===== config.mk =====
export PLATFORM = sky130hd
export DESIGN_NAME = lru_key_value_cache_unit
export DESIGN_NICKNAME = d
export VERILOG_FILES = /design/src/hdl/lkvc_pkg.sv /design/src/hdl/lkvc_cell.sv /design/src/hdl/lru_key_value_cache_unit.sv
export SDC_FILE = /design/constraint.sdc
export NUM_CORES = 2
export LEC_CHECK = 0
export BUFFER_PORTS_ARGS = -buffer_cell sky130_fd_sc_hd__buf_2
export CAP_MARGIN = 0
export CORE_MARGIN = 8
export CORE_UTILIZATION = 40
export DETAILED_ROUTE_END_ITERATION = 12
export SLEW_MARGIN = 5
export SYNTH_ARGS = -nofsm -noshare
export SYNTH_HDL_FRONTEND = slang
export SYNTH_SLANG_ARGS = --single-unit

===== constraint.sdc =====
create_clock -name clk -period 15.55 [get_ports clk]
set_input_delay 3.11 -clock clk [delete_from_list [all_inputs] [get_ports clk]]
set_output_delay 3.11 -clock clk [all_outputs]
set_load 0.02 [all_outputs]

===== src/hdl/lkvc_pkg.sv =====
`timescale 1ns / 1ps

package lkvc_pkg;

  localparam int unsigned MAX_ENTRIES_DEF = 16;
  localparam int unsigned KEY_W = 32;
  localparam int unsigned VAL_W = 32;
  localparam int unsigned CAP_W = 5;
  localparam int unsigned CAP_RST_DEF = 16;

  localparam logic OP_GET = 1'b0;
  localparam logic OP_SET = 1'b1;

  localparam logic signed [VAL_W-1:0] MISS_VALUE = -32'sd1;

  typedef struct packed {
    logic                    operation;
    logic signed [KEY_W-1:0] lookup_key;
    logic signed [VAL_W-1:0] write_value;
  } in_word_t;

  typedef struct packed {
    logic                    hit;
    logic signed [VAL_W-1:0] read_value;
  } out_word_t;

  // update command broadcast to every cell
  typedef struct packed {
    logic                    op_set;
    logic                    found;
    logic                    insert;
    logic                    evict;
    logic signed [KEY_W-1:0] key;
    logic signed [VAL_W-1:0] value;
  } cmd_t;

  // lookup results handed from cell to cell
  typedef struct packed {
    logic                    hit;
    logic                    free;
    logic signed [VAL_W-1:0] value;
  } chain_t;

endpackage


===== src/hdl/lkvc_cell.sv =====
`timescale 1ns / 1ps

module lkvc_cell #(
  parameter int unsigned RW = 4
) (
  input  logic             clk,
  input  logic             rst_n,
  input  logic             clear,
  input  logic             upd,
  input  lkvc_pkg::cmd_t   cmd,
  input  logic [RW-1:0]    oldest_age,
  input  logic [RW-1:0]    found_age,
  input  lkvc_pkg::chain_t chain_in,
  input  logic [RW-1:0]    age_in,
  output lkvc_pkg::chain_t chain_out,
  output logic [RW-1:0]    age_out,
  output logic             valid
);
  import lkvc_pkg::*;

  logic                    valid_r;
  logic [RW-1:0]           rec_r;
  logic signed [KEY_W-1:0] key_r;
  logic signed [VAL_W-1:0] val_r;

  logic match;
  logic first_free;
  logic is_oldest;
  logic target;

  assign match      = valid_r && (key_r == cmd.key);
  assign first_free = !valid_r && !chain_in.free;
  assign is_oldest  = valid_r && (rec_r == oldest_age);
  assign target     = cmd.insert && (cmd.evict ? is_oldest : first_free);

  assign chain_out.hit   = chain_in.hit | match;
  assign chain_out.free  = chain_in.free | !valid_r;
  assign chain_out.value = chain_in.value | (match ? val_r : '0);
  assign age_out         = age_in | (match ? rec_r : '0);
  assign valid           = valid_r;

  always_ff @(posedge clk) begin
    if (!rst_n || clear) begin
      valid_r <= 1'b0;
      rec_r   <= '0;
    end else if (upd) begin
      if (cmd.found) begin
        if (match) begin
          rec_r <= '0;
        end else if (valid_r && rec_r < found_age) begin
          rec_r <= rec_r + 1'b1;
        end
      end else if (target) begin
        valid_r <= 1'b1;
        rec_r   <= '0;
      end else if (cmd.insert && valid_r) begin
        rec_r <= rec_r + 1'b1;
      end
    end
  end

  always_ff @(posedge clk) begin
    if (upd) begin
      if (cmd.found && match && cmd.op_set) begin
        val_r <= cmd.value;
      end else if (!cmd.found && target) begin
        key_r <= cmd.key;
        val_r <= cmd.value;
      end
    end
  end

endmodule


===== src/hdl/lru_key_value_cache_unit.sv =====
`timescale 1ns / 1ps

// Fully associative key-value cache with least-recently-used replacement, built as a row of
// MAX_ENTRIES cells that each hold one key, value, valid bit and age. An operation is issued
// by raising start while busy is low; busy is then high for one cycle while every cell compares
// the key and applies the recency update, and the result word appears on out_data with out_valid
// high for exactly one cycle after that. A new operation may start in the cycle the result is
// shown. The result cannot be held off, so the receiver must take it in that cycle. A get that
// misses and every set return read_value of -1 with hit low. Writing the capacity register
// (byte address 0) empties the cache at once; do so only while no operation is in flight.

module lru_key_value_cache_unit #(
  parameter int unsigned MAX_ENTRIES = lkvc_pkg::MAX_ENTRIES_DEF
) (
  input  logic                clk,
  input  logic                rst_n,
  input  logic                start,
  output logic                busy,
  input  lkvc_pkg::in_word_t  in_data,
  output logic                out_valid,
  output lkvc_pkg::out_word_t out_data,
  input  logic                psel,
  input  logic                penable,
  input  logic                pwrite,
  input  logic [2:0]          paddr,
  input  logic [31:0]         pwdata,
  output logic [31:0]         prdata,
  output logic                pready
);
  import lkvc_pkg::*;

  localparam int unsigned RW     = (MAX_ENTRIES > 1) ? $clog2(MAX_ENTRIES) : 1;
  localparam int unsigned CW     = $clog2(MAX_ENTRIES + 1);
  localparam int unsigned CMPW   = (CW > CAP_W) ? CW : CAP_W;
  localparam int unsigned CAPMAX = (MAX_ENTRIES < 31) ? MAX_ENTRIES : 31;
  localparam int unsigned CAPRST = (MAX_ENTRIES < CAP_RST_DEF) ? MAX_ENTRIES : CAP_RST_DEF;

  localparam logic ST_IDLE = 1'b0;
  localparam logic ST_UPD  = 1'b1;

  localparam logic REG_CAPACITY = 1'b0;

  logic              state_r, state_nxt;
  logic              op_r;
  logic signed [KEY_W-1:0] key_r;
  logic signed [VAL_W-1:0] val_r;
  logic [CAP_W-1:0]  capacity_r, capacity_nxt;
  logic [CW-1:0]     count_r, count_nxt;
  logic              out_valid_r;
  out_word_t         out_data_r;

  logic              accept;
  logic              cfg_wr;
  logic [CAP_W-1:0]  cap_raw;
  cmd_t              cmd;
  logic [RW-1:0]     oldest_age;
  logic              full;

  chain_t            chain [0:MAX_ENTRIES];
  logic [RW-1:0]     age_c [0:MAX_ENTRIES];
  logic [MAX_ENTRIES-1:0] valid_vec;

  assign busy   = (state_r == ST_UPD);
  assign accept = start && !busy;
  assign pready = 1'b1;
  assign cfg_wr = psel && penable && pwrite && pready && (paddr[2] == REG_CAPACITY);
  assign prdata = (paddr[2] == REG_CAPACITY) ? {{(32-CAP_W){1'b0}}, capacity_r} : '0;
  assign cap_raw = pwdata[CAP_W-1:0];

  always_comb begin
    capacity_nxt = capacity_r;
    if (cfg_wr) begin
      priority if (cap_raw == '0) begin
        capacity_nxt = CAP_W'(1);
      end else if (cap_raw > CAP_W'(CAPMAX)) begin
        capacity_nxt = CAP_W'(CAPMAX);
      end else begin
        capacity_nxt = cap_raw;
      end
    end
  end

  assign full       = CMPW'(count_r) >= CMPW'(capacity_r);
  assign oldest_age = RW'(count_r - 1'b1);

  assign cmd.op_set = (op_r == OP_SET);
  assign cmd.found  = chain[MAX_ENTRIES].hit;
  assign cmd.insert = (op_r == OP_SET) && !chain[MAX_ENTRIES].hit;
  assign cmd.evict  = cmd.insert && full;
  assign cmd.key    = key_r;
  assign cmd.value  = val_r;

  assign chain[0] = '0;
  assign age_c[0] = '0;

  for (genvar g = 0; g < MAX_ENTRIES; g++) begin : g_cell
    lkvc_cell #(
      .RW(RW)
    ) u_cell (
      .clk       (clk),
      .rst_n     (rst_n),
      .clear     (cfg_wr),
      .upd       (busy),
      .cmd       (cmd),
      .oldest_age(oldest_age),
      .found_age (age_c[MAX_ENTRIES]),
      .chain_in  (chain[g]),
      .age_in    (age_c[g]),
      .chain_out (chain[g+1]),
      .age_out   (age_c[g+1]),
      .valid     (valid_vec[g])
    );
  end

  always_comb begin
    state_nxt = state_r;
    unique case (state_r)
      ST_IDLE: if (accept) state_nxt = ST_UPD;
      ST_UPD:  state_nxt = ST_IDLE;
      default: state_nxt = ST_IDLE;
    endcase
  end

  always_comb begin
    count_nxt = count_r;
    if (cfg_wr) begin
      count_nxt = '0;
    end else if (busy && cmd.insert && !cmd.evict) begin
      count_nxt = count_r + 1'b1;
    end
  end

  always_ff @(posedge clk) begin
    if (!rst_n) begin
      state_r     <= ST_IDLE;
      capacity_r  <= CAP_W'(CAPRST);
      count_r     <= '0;
      out_valid_r <= 1'b0;
    end else begin
      state_r     <= state_nxt;
      capacity_r  <= capacity_nxt;
      count_r     <= count_nxt;
      out_valid_r <= busy;
    end
  end

  always_ff @(posedge clk) begin
    if (accept) begin
      op_r  <= in_data.operation;
      key_r <= in_data.lookup_key;
      val_r <= in_data.write_value;
    end
    if (busy) begin
      out_data_r.hit        <= (op_r == OP_GET) && chain[MAX_ENTRIES].hit;
      out_data_r.read_value <= ((op_r == OP_GET) && chain[MAX_ENTRIES].hit)
                               ? chain[MAX_ENTRIES].value : MISS_VALUE;
    end
  end

  assign out_valid = out_valid_r;
  assign out_data  = out_data_r;

  a_busy_after_start: assert property (@(posedge clk) disable iff (!rst_n)
    accept |=> busy)
    else $error("busy not raised after start");

  a_result_after_busy: assert property (@(posedge clk) disable iff (!rst_n)
    busy |=> out_valid && !busy)
    else $error("result word missing after update");

  a_count_le_cap: assert property (@(posedge clk) disable iff (!rst_n)
    CMPW'(count_r) <= CMPW'(capacity_r))
    else $error("entry count above capacity");

  a_count_matches_valid: assert property (@(posedge clk) disable iff (!rst_n)
    $countones(valid_vec) == int'(count_r))
    else $error("entry count disagrees with valid cells");

  a_hit_unique: assert property (@(posedge clk) disable iff (!rst_n)
    $past(rst_n) && out_valid && out_data.hit |-> $past(op_r) == OP_GET)
    else $error("hit flagged on a set");

endmodule

# Word-level counts from Yosys, hierarchy flattened
# Index checks and enable logic that the tools add are counted.
# word_totals
register_bits	1214
inputBits	106
output_inout_bits	68
elab_cells	687
# op_classes
add_sub_neg	18
n_lt_le_gt_ge	18
eq_ne	48
n_mux	165
n_bitwise	80
n_reduce_logical	285
# ops
operator	count
32-bit 2-to-1 mux	48
32-bit equality test	16
32-bit OR	15
4-bit 2-to-1 mux	96
1-bit logical AND	152
3-bit AND reduction	48
4-bit by 1-bit adder with 4-bit output (second input constant)	16
4-bit equality test	16
4-bit less-than comparator	16
4-bit OR	15
3-bit by 1-bit inequality test with 1-bit output (second input constant)	16
3-bit nonzero test	16
1-bit zero test	34
2-bit AND reduction	16
2-bit nonzero test	16
1-bit OR	29
1-bit inverter	21
1-bit 2-to-1 mux	17
5-bit 2-to-1 mux	3
5-bit by 1-bit adder with 5-bit output (second input constant)	1
5-bit >= comparator	1
5-bit > comparator (second input constant)	1
5-bit zero test	1
4-bit by 1-bit subtractor with 4-bit output (second input constant)	1
3 further kinds	3

# Longest topological paths before layout
# depth
depth_word	25
mapped_depth	19
depth_no_buf	14

# Hierarchy
# Synthesis repeated with hierarchy kept, for this count alone.
# hier_totals
cells_unflattened	3540
area_unflattened_um2	52710.6
# modules_own_cells
mod	instances	cells_each	area_each_um2	seq_area_each_um2
lkvc_cell at g_cell[13].u_cell ...	12	205	3034.2	2021.9
lkvc_cell at g_cell[0].u_cell ...	4	208	3061.7	2021.9
lru_key_value_cache_unit	1	248	4053.9	3183.1

# Worst setup path before layout
# Ideal clock, no wire load.
# synth_timing
kind	input to output
from	in paddr[2]
to	out prdata[0]
arrival_ps	3414
required_ps	12440
setup_slack_ps	9026
stages	1
path_buffers	0
path_cell_list	nor2b_1
# synth_via
elab_chain_len	1
# synth_rtl
item	line	text
start: declaration	lru_key_value_cache_unit.sv:25	input logic [2:0] paddr,
5-bit 2-to-1 mux	lru_key_value_cache_unit.sv:67	assign prdata = (paddr[2] == REG_CAPACITY) ? {{(32-CAP_W){1'b0}}, capacity_r} : '0;
end: declaration	lru_key_value_cache_unit.sv:27	output logic [31:0] prdata,
# Every way passes these cells.

# Final worst setup path
# Same ends and word-level chain as after synthesis.

==> qor.txt <==
fmax = 149.9 MHz
crit path launch type = input port
share of flip-flops with an asynchronous set or reset = 0%
crit path cell chain = buf_2, nor2b_1, buf_2
Avg Inst Size Synth = 15.05 µm²
period utilization = 42.89%
share of cells above drive strength 1 = 13.47%
first-pass GRT wire length = 200600 µm
Via-to-Cell Ratio = 5.690
reg2reg path depth = 14
Crit. End Element = output port
Port Buffers = 116
Core Box Area = 127200 µm²
hold_buf cts = 0
Yosys top cell by area = edfxtp_1
Resize count post-CTS = 0
clk buf depth = 3
r2r setup slk = 9.27 ns
DIE WIDTH = 373.4 µm
Hold Path Sink = g_cell[6].u_cell.rec_r[2]$_SDFFE_PP0P_
CTS Buf Count = 130
Area Growth Syn to Fin = 12.75%
post-DP HPWL = 74370 µm
type of the worst setup path = in2out
Final Max Slew Viols = 0
final setup vio count = 0
DRC viols = 0
RSZ-0062 raised after global routing = false
hold path depth = 2
warnings from Yosys = 0
Slowest cell on crit path = buf_2
top cell type's share of synthesized area = 65.94%
number of global-route vias before repair = 29040
Overall Power = 6.921 mW
ys flop type = edfxtp_1
worst reg2reg startpoint = key_r[14]$_DFFE_PP_
clk sinks = 1214
worst-skew pair later-pin latency = 0.77 ns
P per Cell Area = 120.1 nW/µm²
endpoints failing hold = 0
via count = 30290
cell mode on critical path = buf_2
Cells after Synth = 3395
Setup Buffers After CTS = 0
WHS = 0.5040 ns
ranking of synthesized cells by area = edfxtp_1 66%, xnor2_1 7.9%, dfxtp_1 3.6%
Initial Utilization = 40.17%
Total GRT Usage = 19.29%
Relative slew margins = 18.41%
status = completed
Hold WC Path Type = reg2reg
max-cap violations = 0
Worst R2R End = g_cell[14].u_cell.val_r[3]$_DFFE_PP_
setup TNS = 0 ns
number of DRC markers in iteration 0 = 2905
Layout fillers = 11130
most frequent cell after synthesis = edfxtp_1
Worst-path clk slew = 0.06 ns
number of routed nets with antenna violations = 0
largest net degree at the start of global routing = 69
io pins = 174
Worst EP arrival = 3.56 ns
initial antenna violation count = 1
Max FO, Critical Path = 6
Die ar. = 139400 µm²
Total Routed Length = 138700 µm
TritonCTS clock tree = built
synth unique cells = 89
data required time of the worst path = 12.44 ns
Pre-antenna DRT Iters = 5
height of the die = 373.4 µm
num rows = 131
FF+latch count, synth = 1214
Pleak = 17.99 nW
peak supply drop = 0.00009550 V
register area share after synthesis = 69.54%
peak per-stage delay on the critical path = 0.18 ns
hold path start = g_cell[6].u_cell.rec_r[2]$_SDFFE_PP0P_
clock skew = 0.03362 ns
WL/cell = 26.04 µm
Post-synth EDFFs = 1122
final worst path period need = 6.670 ns
Synth top cells by count = 1122 x edfxtp_1, 458 x xnor2_1, 170 x nand4_1
worst-margin pin slew = 1.222 ns
GP Congestion = 0.8632
fin nets = 3704
htree depth = 4
Mapped Area = 51100 µm²
grt total ovfl = 0
root buf cell = clkbuf_16
[state kept, by name, summed over array words and instances, names as in the netlist]
| name | count |
|---|---|
| key_r | 32 |
| out_data | 33 |
| g_cell.u_cell.valid | 16 |
| val_r | 32 |
| g_cell.u_cell.rec_r | 64 |
| out_valid | 1 |
| count_r | 5 |
| capacity_r | 5 |
| g_cell.u_cell.key_r | 512 |
| g_cell.u_cell.val_r | 512 |
| op_r | 1 |
| busy | 1 |
[cell type report]
cell class	instances	area [µm²]	share of cell area [%]
timing repair buffer	216	1331	2.311
tap	1662	2079	3.609
clock buffer	165	3508	6.089
multi-input combinational	1896	14030	24.35
antenna	1	2.502	0.004343
sequential	1214	35540	61.68
inverter	101	379.1	0.6580
clock inverter	69	748.2	1.299
[how the worst max path moves through the flow]
stage / start / endpoint / slack, ns / cells past startpoint
2_1_floorplan: paddr[2] / prdata[0] / 9.03 / 1
4_1_cts: paddr[2] / prdata[0] / 8.85 / 3
3_3_place_gp: paddr[2] / prdata[0] / 8.89 / 3
5_1_grt: paddr[2] / prdata[0] / 8.82 / 3
6_report: paddr[2] / prdata[0] / 8.88 / 3
3_5_place_dp: paddr[2] / prdata[0] / 8.85 / 3
[stage by stage]
stage	setup WS, ns	std cells	util [%]	cell area (µm²)
global route	8.822	5323	45.30	57610
finish	8.880	5324	45.30	57620
floorplan	9.026	3421	-	51200
detailed placement	8.852	5089	41.95	53360
CTS	8.850	5323	45.30	57610
global placement	8.891	5089	41.95	53360
[placed cells by master, fill, tap and decap left out, types with 10 or more instances in the layout]
master	Yosys	routed
edfxtp_1	1122	1122
xnor2_1	458	457
nand4_1	170	170
clkbuf_16	0	133
buf_2	13	116
buf_4	56	100
a221oi_1	99	99
a22o_1	99	99
inv_1	98	98
nor2_1	101	95
dfxtp_1	92	91
nand2_1	92	83
xor2_1	81	80
nand3_1	75	75
a22oi_1	70	70
a21oi_1	62	61
nor3_1	46	46
o21ai_0	41	41
and3_1	44	40
nor4_1	42	39
ha_1	39	39
nand2b_1	32	32
o2111ai_1	31	31
conb_1	2	28
clkinv_1	0	27
and2_1	29	26
clkbuf_1	77	26
clkinv_2	0	16
nor2b_1	16	15
o31ai_1	14	14
o22a_1	14	14
o22ai_1	12	12
a31o_2	12	12
o221ai_1	10	10
nand2_2	1	10
a311o_1	10	10
bufinv_16	0	10
[power breakdown]
part,switching (mW),internal [mW]
registers,0.0233,3.59
clock network,1.30,1.78
logic,0.160,0.0716
[kinds of logic (layout without fill, tap and decap cells)]
group	count (synthesis)	after routing	share of synthesized area, %
buf+inv	311	551	3.494
compound gates	571	571	8.805
fa+ha+maj	39	39	0.9550
mux	11	11	0.2253
xor+xnor	539	539	9.238
flops	1214	1214	69.54
simple gates	708	708	7.728
other cells	2	29	0.01470
[metal layers]
layer,wire length [µm],part of all wire (%),vias to the layer above,track usage (%)
met5,0,0,-,0
met4,4393,3.2,0,6.499
li1,-,-,13410,-
met1,59070,43,15340,26.28
met3,10600,7.6,254,3.618
met2,64590,47,1292,31.10
[critical path, delay by kind of cell]
kind | cells | cell delay (ns)
buffers and inverters | 2 | 0.33
AND/OR/NAND/NOR | 1 | 0.12
(Power assumes the default switching activity.)
